--- src/rtl/gms_pkg.sv ---
// Package for the graph segment merger: item types, codes and constants.
// No dependencies.
package gms_pkg;

  localparam int MAX_NODES_DEF = 1024;
  localparam int NODE_W        = 10;
  localparam int COST_W        = 16;
  localparam int TAU_W         = 24;
  localparam int CNT_REG_W     = 11;
  localparam int ADDR_W        = 3;
  localparam int DATA_W        = 32;
  localparam logic [CNT_REG_W-1:0] NODE_COUNT_RST = 11'd1024;

  typedef enum logic [1:0] {
    OP_START = 2'd0,
    OP_EDGE  = 2'd1,
    OP_QUERY = 2'd2,
    OP_NONE  = 2'd3
  } gms_op_t;

  // Register index taken from paddr bit 2
  localparam logic REG_NODE_COUNT    = 1'b0;
  localparam logic REG_CUT_THRESHOLD = 1'b1;

  typedef struct packed {
    logic [1:0]        operation;
    logic [NODE_W-1:0] node_a;
    logic [NODE_W-1:0] node_b;
    logic [COST_W-1:0] edge_cost;
  } gms_in_t;

  typedef struct packed {
    logic              edge_kept;
    logic [NODE_W-1:0] segment_label;
    logic              input_error;
  } gms_out_t;

endpackage

--- src/rtl/gms_div.sv ---
// Restoring divider, one quotient bit per cycle: cut threshold over segment size.
// Depends on gms_pkg.
module gms_div #(
  parameter int DVW = 11
) (
  input  logic                     clk,
  input  logic                     rst,
  input  logic                     start,
  input  logic [gms_pkg::TAU_W-1:0] dividend,
  input  logic [DVW-1:0]           divisor,
  output logic                     busy,
  output logic [gms_pkg::TAU_W-1:0] quotient
);

  localparam int STEP_W = $clog2(gms_pkg::TAU_W + 1);

  logic [DVW-1:0]            rem;
  logic [DVW-1:0]            dsr;
  logic [gms_pkg::TAU_W-1:0] quo;
  logic [STEP_W-1:0]         step;
  logic [DVW:0]              trial;
  logic                      fits;

  // Shift in the next dividend bit and try the subtraction
  assign trial = {rem, quo[gms_pkg::TAU_W-1]};
  assign fits  = trial >= {1'b0, dsr};

  always_ff @(posedge clk) begin
    if (rst) begin
      busy <= 1'b0;
      step <= '0;
    end else if (start) begin
      busy <= 1'b1;
      step <= '0;
      rem  <= '0;
      dsr  <= divisor;
      quo  <= dividend;
    end else if (busy) begin
      if (fits) begin
        rem <= DVW'(trial - {1'b0, dsr});
      end else begin
        rem <= DVW'(trial);
      end
      quo  <= {quo[gms_pkg::TAU_W-2:0], fits};
      step <= step + 1'b1;
      if (step == STEP_W'(gms_pkg::TAU_W - 1)) begin
        busy <= 1'b0;
      end
    end
  end

  assign quotient = quo;

endmodule

--- config.mk ---
export PLATFORM = sky130hd
export DESIGN_NAME = gms_div
export DESIGN_NICKNAME = d
export VERILOG_FILES = /design/src/rtl/gms_pkg.sv /design/src/rtl/gms_div.sv
export SDC_FILE = /design/constraint.sdc
export NUM_CORES = 1
export LEC_CHECK = 0
export ABC_AREA = 1
export ABC_CLOCK_PERIOD_IN_PS = 5700
export BUFFER_PORTS_ARGS = -buffer_cell sky130_fd_sc_hd__buf_2
export CAP_MARGIN = 5
export CORE_ASPECT_RATIO = 1.75
export CORE_UTILIZATION = 39
export CTS_CLUSTER_SIZE = 14
export DETAILED_ROUTE_END_ITERATION = 6
export SKIP_CTS_REPAIR_TIMING = 1
export SYNTH_ARGS = -nofsm -noshare
export SYNTH_HDL_FRONTEND = slang
export SYNTH_SLANG_ARGS = --single-unit
--- constraint.sdc ---
create_clock -name clk -period 5.7 [get_ports clk]
set_input_delay 1.14 -clock clk [delete_from_list [all_inputs] [get_ports clk]]
set_output_delay 1.14 -clock clk [all_outputs]
set_load 0.01 [all_outputs]
# Yosys cells after proc, flatten, opt, wreduce, memory -nomap -nowiden
# Cells that the tools add are included.
# W data, S select, Z words.
# word_totals
ff_bits	52
latch_bits	0
ramBits	0
mem_bits_ro	0
input_bits	38
output_inout_bits	25
elab_cells	21
memories	0
# op_classes
addsub	2
n_mul	0
n_div	0
n_lt_le_gt_ge	1
n_eq_ne	1
n_shift	0
muxes	7
bitwise_logic	1
n_reduce_logical	4
# op_table
op	count
$mux W24	2
$mux W11	2
$ge A12 B11 Y1	1
$sub A11 B11 Y11	1
$add A5 B1 Y5 const B	1
$eq A5 B5 Y1 const B	1
$reduce_and A2 Y1	2
$mux W1	3
$reduce_bool A2 Y1	1
$reduce_or A2 Y1	1
$not A1 Y1	1

# Depth between registers and ports, before layout
# Gate-level depths: netlist (run 1).
# logic_depth
word_depth	4
ltp_mapped	12
mapped_depth_nobuf	12

# Worst setup path before layout (run 1)
# No wires, ideal clock.
# synth_timing
path_type	in2reg
start	input port start
end	register quo, in the netlist quotient[0], enable pin
setup_time_ns	0.478
arrival_time_ns	3.927
required_ns	5.222
setup_slack_ns	1.294
path_stages	3
n_path_buf	1
cell_sequence	buf_2 inv_2 o21ai_0
# synth_between
elab_chain_cells	2
# synth_rtl
item	line	rtl
from (decl)	gms_div.sv:8	input logic start,
$reduce_bool A2 Y1 (no line)	n/a	
$reduce_and A2 Y1 (no line)	n/a	
to (signal assigned)	gms_div.sv:37	quo <= dividend;
to (signal assigned)	gms_div.sv:44	quo <= {quo[gms_pkg::TAU_W-2:0], fits};
to (decl)	gms_div.sv:19	logic [gms_pkg::TAU_W-1:0] quo;
# No other way between the ends.
# A chain may end at the register's enable or synchronous reset.

# Worst setup path after layout (run 1)
# layout_timing
start	input port start
end	register rem[8], enable pin
# layout_between
elab_chain_cells	2
# layout_rtl
item	line	rtl
$reduce_bool A2 Y1 (no line)	n/a	
$reduce_and A2 Y1 (no line)	n/a	
to (signal assigned)	gms_div.sv:40	rem <= DVW'(trial - {1'b0, dsr});
to (signal assigned)	gms_div.sv:42	rem <= DVW'(trial);
to (decl)	gms_div.sv:17	logic [DVW-1:0] rem;
# No other way between the ends.

==> flow_summary.ini, run 1 <==
[run_status]
status = completed

[global_routing]
grt_pass1_wl_um = 10200
grt_pass1_vias = 2330
grt_antenna_before_repair = 0
grtUsageTotal_pct = 17.4
grt_overflow = 0
grt_max_degree = 38

[timing]
skew_ns = 0.00380
tightest_slew_ns = 1.14
slew_viol_final = 0
fin_tns_setup_ns = 0
slew_headroom_pct = 24.0
final_hold_viol_count = 0
period_minus_slack_ns = 2.97
min_period_over_period_pct = 52.1
setup_viol = 0
grt_setup_unrepaired = no
clock.fmax_ghz = 0.337

[floorplan]
pin_count = 63
initial_core_util_pct = 40.4
die_h_um = 116
die_width_um = 67.2
num_rows = 41
core_region_area_um2 = 7180
die-area_um2 = 7810

[drt]
vias = 2333
wirelength_um = 6330
route.detailed.drc = 0
wire_per_inst_um = 12.7
drtAntennaViolNets = 0
viasPerCell = 4.67
drt_iter0_drc = 88
drt-pass1-iter-count = 4

[worst_setup_path]
crit_family = compound AO/OA/AOI/OAI gates
r2r-start = quotient[23]
rr_endpoint = rem[3]
crit_chain = buf_2, inv_2, o21ai_4
critPathMaxFanout = 37
cp-start-kind = primary input
critPathMaxStageDelay_ns = 0.98
ff2ff_path_depth = 11
path_buf_inv = 2
arrival_ns = 2.87
path_class = primary input to flip-flop
cp-startpoint = start
worstPathRequired_ns = 5.60
crit_slowest_cell = o21ai_4
r2r_slack_ns = 3.34
cp-end-kind = flip-flop

[cts]
cts_sinks = 52
cts.reportedPaths.clkPinSlew_ns = 0.06
cts.path.max_buffers = 2
cts_buffers = 5
cts_root_buf = clkbuf_16
cts_tree = done
htreeDepth = 2
clock_latency_ns = 0.29

[finish]
drive_above_1_share_pct = 18.1
diodes = 0
syn2layout_area_growth_pct = 17.7
layout_common_cells = 138 x nand2_1, 62 x buf_2, 52 x inv_1, 46 x edfxtp_1, 34 x nor2_1
num-fill-cells = 727
nets = 464
layout_commonest_cell = nand2_1
design_area_um2 = 3420

[power]
p_leak_nw = 1.74
p_total_mw = 1.01
power_density_nw_per_um2 = 295
irDropWorstVdd_mv = 0.223

[placed_design]
placed_area_um2 = 3280
gp_congestion = 0.777
dp_hpwl_um = 4920
portBuffers = 62

[synthesis]
yosys_warnings = 0
synth_fp_nets = 405
synth.distinct_cells = 28
synth-seq-cells = 52
synth_cells = 354
synth_seq_area_share_pct = 51.7
syn_area_per_cell_um2 = 8.20
syn_area_um2 = 2900

[job]
drv_cap = 0

[hold_path]
hp-class = flip-flop to flip-flop
holdPathEnd = step[4]
hold_depth = 2
worstHoldStart = step[4]
cell families (layout without fill, tap and decap cells):
logic type                 Yosys count  after routing  share of synthesized area (%)
and+or+nand+nor                    212            212                           30.7
DFF                                 52             52                           51.7
xor gates and xnor gates             3              3                          0.905
buffers and inverters               63            123                           8.66
AOI/OAI and AO/OA                   10             10                           1.85
adders and majority gates           13             13                           5.86
muxes                                1              1                          0.345
layer usage:
| metal | track usage, % | vias to the layer above | routed length [µm] |
|---|---|---|---|
| met5 | 0 | - | 0 |
| met2 | 33.8 | 25 | 3710 |
| li1 | - | 1243 | - |
| met1 | 18.0 | 1058 | 2420 |
| met3 | 1.76 | 7 | 92 |
| met4 | 7.52 | 0 | 106 |
registers in the layout (all words and copies together) (netlist names):
| name | cells |
|---|---|
| rem | 11 |
| busy | 1 |
| step | 5 |
| quotient | 24 |
| dsr | 11 |
power by group:
part	internal (mW)	leakage, nW	switching (mW)
combinational	0.0900	1.18	0.155
sequential	0.460	0.495	0.0186
clock	0.162	0.0655	0.123
worst reg2reg max path: stages (launching register included):
cell and delay [ns]:
edfxtp_1 0.40, inv_1 0.09, ha_1 0.19, fa_1 0.22, inv_1 0.07, nand3_1 0.06, nand3_1 0.16, nand3_2 0.25
nand3_1 0.13, nor2_2 0.42, nor2_1 0.09, nor2_1 0.14
Yosys cell counts:
library cell / count / area [µm²]
nand3_1: 14 / 70.1
a21oi_1: 6 / 30.0
dfxtp_1: 6 / 120
o21ai_1: 1 / 5.00
buf_4: 1 / 7.51
xnor2_1: 1 / 8.76
inv_1: 52 / 195
buf_2: 3 / 15.0
nand3_2: 2 / 20.0
nand2_2: 1 / 6.26
ha_1: 12 / 150
a31oi_1: 1 / 6.26
edfxtp_1: 46 / 1380
nor2_2: 2 / 12.5
nor2_1: 34 / 128
mux2i_1: 1 / 10.0
buf_6: 1 / 11.3
inv_2: 1 / 3.75
fa_1: 1 / 20.0
nor3b_1: 1 / 7.51
nor3_1: 5 / 25.0
nor3_4: 1 / 16.3
nand4_1: 14 / 87.6
o21a_1: 1 / 7.51
clkbuf_1: 5 / 18.8
xor2_1: 2 / 17.5
nand2_1: 138 / 518
o21ai_0: 1 / 5.00
cell type report:
class                           instances  area [µm²]  area share (%)
Sequential cell                        52        1500            43.9
Multi-Input combinational cell        239        1160            34.0
Timing Repair Buffer                   62         310            9.08
Inverter                               53         199            5.82
Clock buffer                            7         133            3.88
Tap cell                               86         108            3.15
Clock inverter                          1        3.75           0.110
worst max-delay path by stage:
stage / endpoint / slack [ns] / cells past startpoint
5_1_grt: quotient[9] / 2.50 / 3
3_3_place_gp: rem[1] / 2.41 / 3
4_1_cts: quotient[23] / 2.67 / 3
3_5_place_dp: rem[1] / 2.36 / 3
6_report: rem[8] / 2.73 / 3
2_1_floorplan: quotient[0] / 1.29 / 3
through the flow:
step	hold WS (ns)	instances	util (%)	worst slack, ns
after detailed placement	0.515	492	45.7	2.36
after floorplan	0.492	354	-	1.29
after CTS	0.526	500	47.6	2.67
final	0.530	500	47.6	2.73
after global routing	0.569	500	47.6	2.50
after global placement	0.512	492	45.7	2.41
No activity file was read; power rests on OpenSTA's default activity.
==> run 2, diff against run 1 <==
--- a/config.mk
+++ b/config.mk
@@ -5,8 +5,8 @@
 export SDC_FILE = /design/constraint.sdc
 export NUM_CORES = 1
 export LEC_CHECK = 0
-export ABC_AREA = 1
-export ABC_CLOCK_PERIOD_IN_PS = 5700
+export ABC_AREA = 0
+export ABC_CLOCK_PERIOD_IN_PS = 3060
 export BUFFER_PORTS_ARGS = -buffer_cell sky130_fd_sc_hd__buf_2
 export CAP_MARGIN = 5
 export CORE_ASPECT_RATIO = 1.75
==> constraint.sdc (replaced) <==
create_clock -name clk -period 3.06 [get_ports clk]
set_input_delay 0.612 -clock clk [delete_from_list [all_inputs] [get_ports clk]]
set_output_delay 0.612 -clock clk [all_outputs]
set_load 0.01 [all_outputs]
==> run 2 against run 1 <==
Compared with the run above:
- combinational power is 63% higher
- first-iteration DRC count is 56% lower
- synthesized area is 8.2% lower
- global-route usage is 1.3 points lower
- wire length is 17% lower
- non-clock buffer count is 4 higher
- core utilization is 2.1 points higher
- critical path type is now flip-flop to flip-flop
- critical endpoint is now rem[10]
- largest power group unchanged
- highest routed layer unchanged
==> flow_summary.ini, run 2 <==
[run_status]
status = completed

[timing]
setup_viol = 0
clock.fmax_ghz = 0.381
worst_slack_ns = 0.434
slew_viol_final = 0
fin_hold_ws_ns = 0.486
final_hold_viol_count = 0
period_minus_slack_ns = 2.63
min_period_over_period_pct = 85.8
grt_setup_unrepaired = no
skew_ns = 0.00755
tightest_slew_ns = 0.772
fin_tns_setup_ns = 0
slew_headroom_pct = 48.6

[finish]
layout_commonest_cell = buf_2
fin_util_pct = 49.7
largest_reg_flops = 24
stdcell_count = 351
num-fill-cells = 630
drive_above_1_share_pct = 39.4
diodes = 0
layout_common_cells = 62 x buf_2, 46 x edfxtp_1, 25 x mux2_2, 16 x inv_1, 15 x nor2_1
syn2layout_area_growth_pct = 22.8
design_area_um2 = 3270
nets = 319

[hold_path]
hp-class = primary input to flip-flop

[job]
drv_cap = 0

[synthesis]
synth-seq-cells = 52
synth_edf_count = 46
synth_fp_nets = 253
synth_seq_area_share_pct = 56.3
yosysMostFrequentCell = edfxtp_1
synthTopCellsByArea = edfxtp_1 52%, mux2_2 11%, ha_1 5.6%, dfxtp_1 4.5%, xnor2_1 2.3%
synth_cells = 202
ys_top_cells_by_count = 46 x edfxtp_1, 25 x mux2_2, 16 x inv_1, 16 x nor2_1, 12 x ha_1
synth_top_area_cell = edfxtp_1
synth_flop_cell = edfxtp_1
synth-async-reset-ratio_pct = 0
syn_area_um2 = 2670
yosys_warnings = 0
synth_top_area_share_pct = 51.8
syn_area_per_cell_um2 = 13.2
synth.distinct_cells = 36

[placed_design]
placed_area_um2 = 3090
dp_hpwl_um = 4010
dp_slack_ns = 0.458
portBuffers = 62
dp_cells = 343
gp_congestion = 0.839

[worst_setup_path]
path_buf_inv = 1
crit_slowest_cell = fa_1
crit_chain = inv_1, ha_1, fa_1, nand2b_1, a21o_1, a211oi_1, o21ai_0, a21o_1, a32o_1
path_class = flip-flop to flip-flop
worstPathRequired_ns = 3.11
crit_family = compound AO/OA/AOI/OAI gates
arrival_ns = 2.68
critPathMaxFanout = 3
critPathMaxStageDelay_ns = 0.40
cp-start-kind = flip-flop
worst_path_most_repeated_cell = a21o_1
cp-end-kind = flip-flop

[power]
p_leak_nw = 1.34
power_density_nw_per_um2 = 590
p_total_mw = 1.93
irDropWorstVdd_mv = 0.368

[floorplan]
pin_count = 63
die_h_um = 111
die_width_um = 64.5
die-area_um2 = 7180
initial_core_util_pct = 40.5
num_rows = 39
core_region_area_um2 = 6590

[cts]
cts_tree = done
clock_latency_ns = 0.30
cts.path.max_buffers = 2
cts_sinks = 52
cts_buffers = 5
cts_root_buf = clkbuf_16
htreeDepth = 2
cts.reportedPaths.clkPinSlew_ns = 0.07

[global_routing]
grt_pass1_vias = 1864
grt_busiest_layer = met2
grt_antenna_before_repair = 0
grt_max_degree = 23
grt_pass1_wl_um = 8740
globalRouteMet2Util_pct = 27.9
grt_use_met3_pct = 3.28
grt_overflow = 0
grtUsageTotal_pct = 16.1
use_met1_pct = 18.0

[drt]
wirelength_um = 5250
route.detailed.drc = 0
viasPerCell = 5.07
drt_iter0_drc = 39
vias = 1778
drtAntennaViolNets = 0
wire_per_inst_um = 14.9
drt-pass1-iter-count = 4
-- run 2: cell types whose count changed after synthesis, sizes merged, moves of 5 or more --
cell and change:
xnor2 +6, nand3 -15, nand4 -10, nand2 -134, mux2i +5, inv -37
nor2 -20, mux2 +25
-- run 2: logic make-up (layout without fill, tap and decap cells) --
group | after synthesis | in the layout | share of synthesized area [%]
buffers and inverters | 23 | 90 | 3.52
multiplexers | 31 | 31 | 12.8
AO/OA/AOI/OAI | 30 | 30 | 9.34
flip-flops | 52 | 52 | 56.3
AND/OR/NAND/NOR | 43 | 43 | 8.31
XOR/XNOR | 10 | 10 | 3.29
adder cells (fa/ha/maj) | 13 | 13 | 6.38
-- run 2: worst paths after layout --
check                from       to  slack, ns  cells after the start
max          quotient[23]  rem[10]       0.43                      9
min            divisor[1]   dsr[1]       0.49                      1
max reg2reg  quotient[23]  rem[10]       0.43                      9
min reg2reg       step[4]     busy       0.52                      2
-- run 2: layout make-up --
type / count / area [µm²] / area share [%]
clock buffers: 6 / 139 / 4.24
clock inverters: 2 / 38.8 / 1.19
inverters: 16 / 60.1 / 1.84
multi-input cells: 127 / 1080 / 32.9
flip-flops and latches: 52 / 1500 / 45.9
well taps: 82 / 103 / 3.14
repair buffers: 66 / 353 / 10.8
-- run 2: per-layer routing --
metal / vias to the layer above / wire [µm]
li1: 876 / -
met1: 847 / 2150
met2: 45 / 2740
met3: 10 / 200
met4: 0 / 160
met5: - / 0
-- run 2: power by group --
part           switching [mW]  leakage (nW)  total, mW  internal (mW)
Combinational           0.212         0.764      0.400          0.188
Clock                   0.255        0.0871      0.664          0.410
Sequential             0.0262         0.488      0.867          0.840
-- run 2: worst reg2reg max path, stage by stage (launching register included) --
cell	delay (ns)
edfxtp_1	0.34
inv_1	0.06
ha_1	0.22
fa_1	0.40
nand2b_1	0.19
a21o_1	0.22
a211oi_1	0.32
o21ai_0	0.18
a21o_1	0.20
a32o_1	0.25
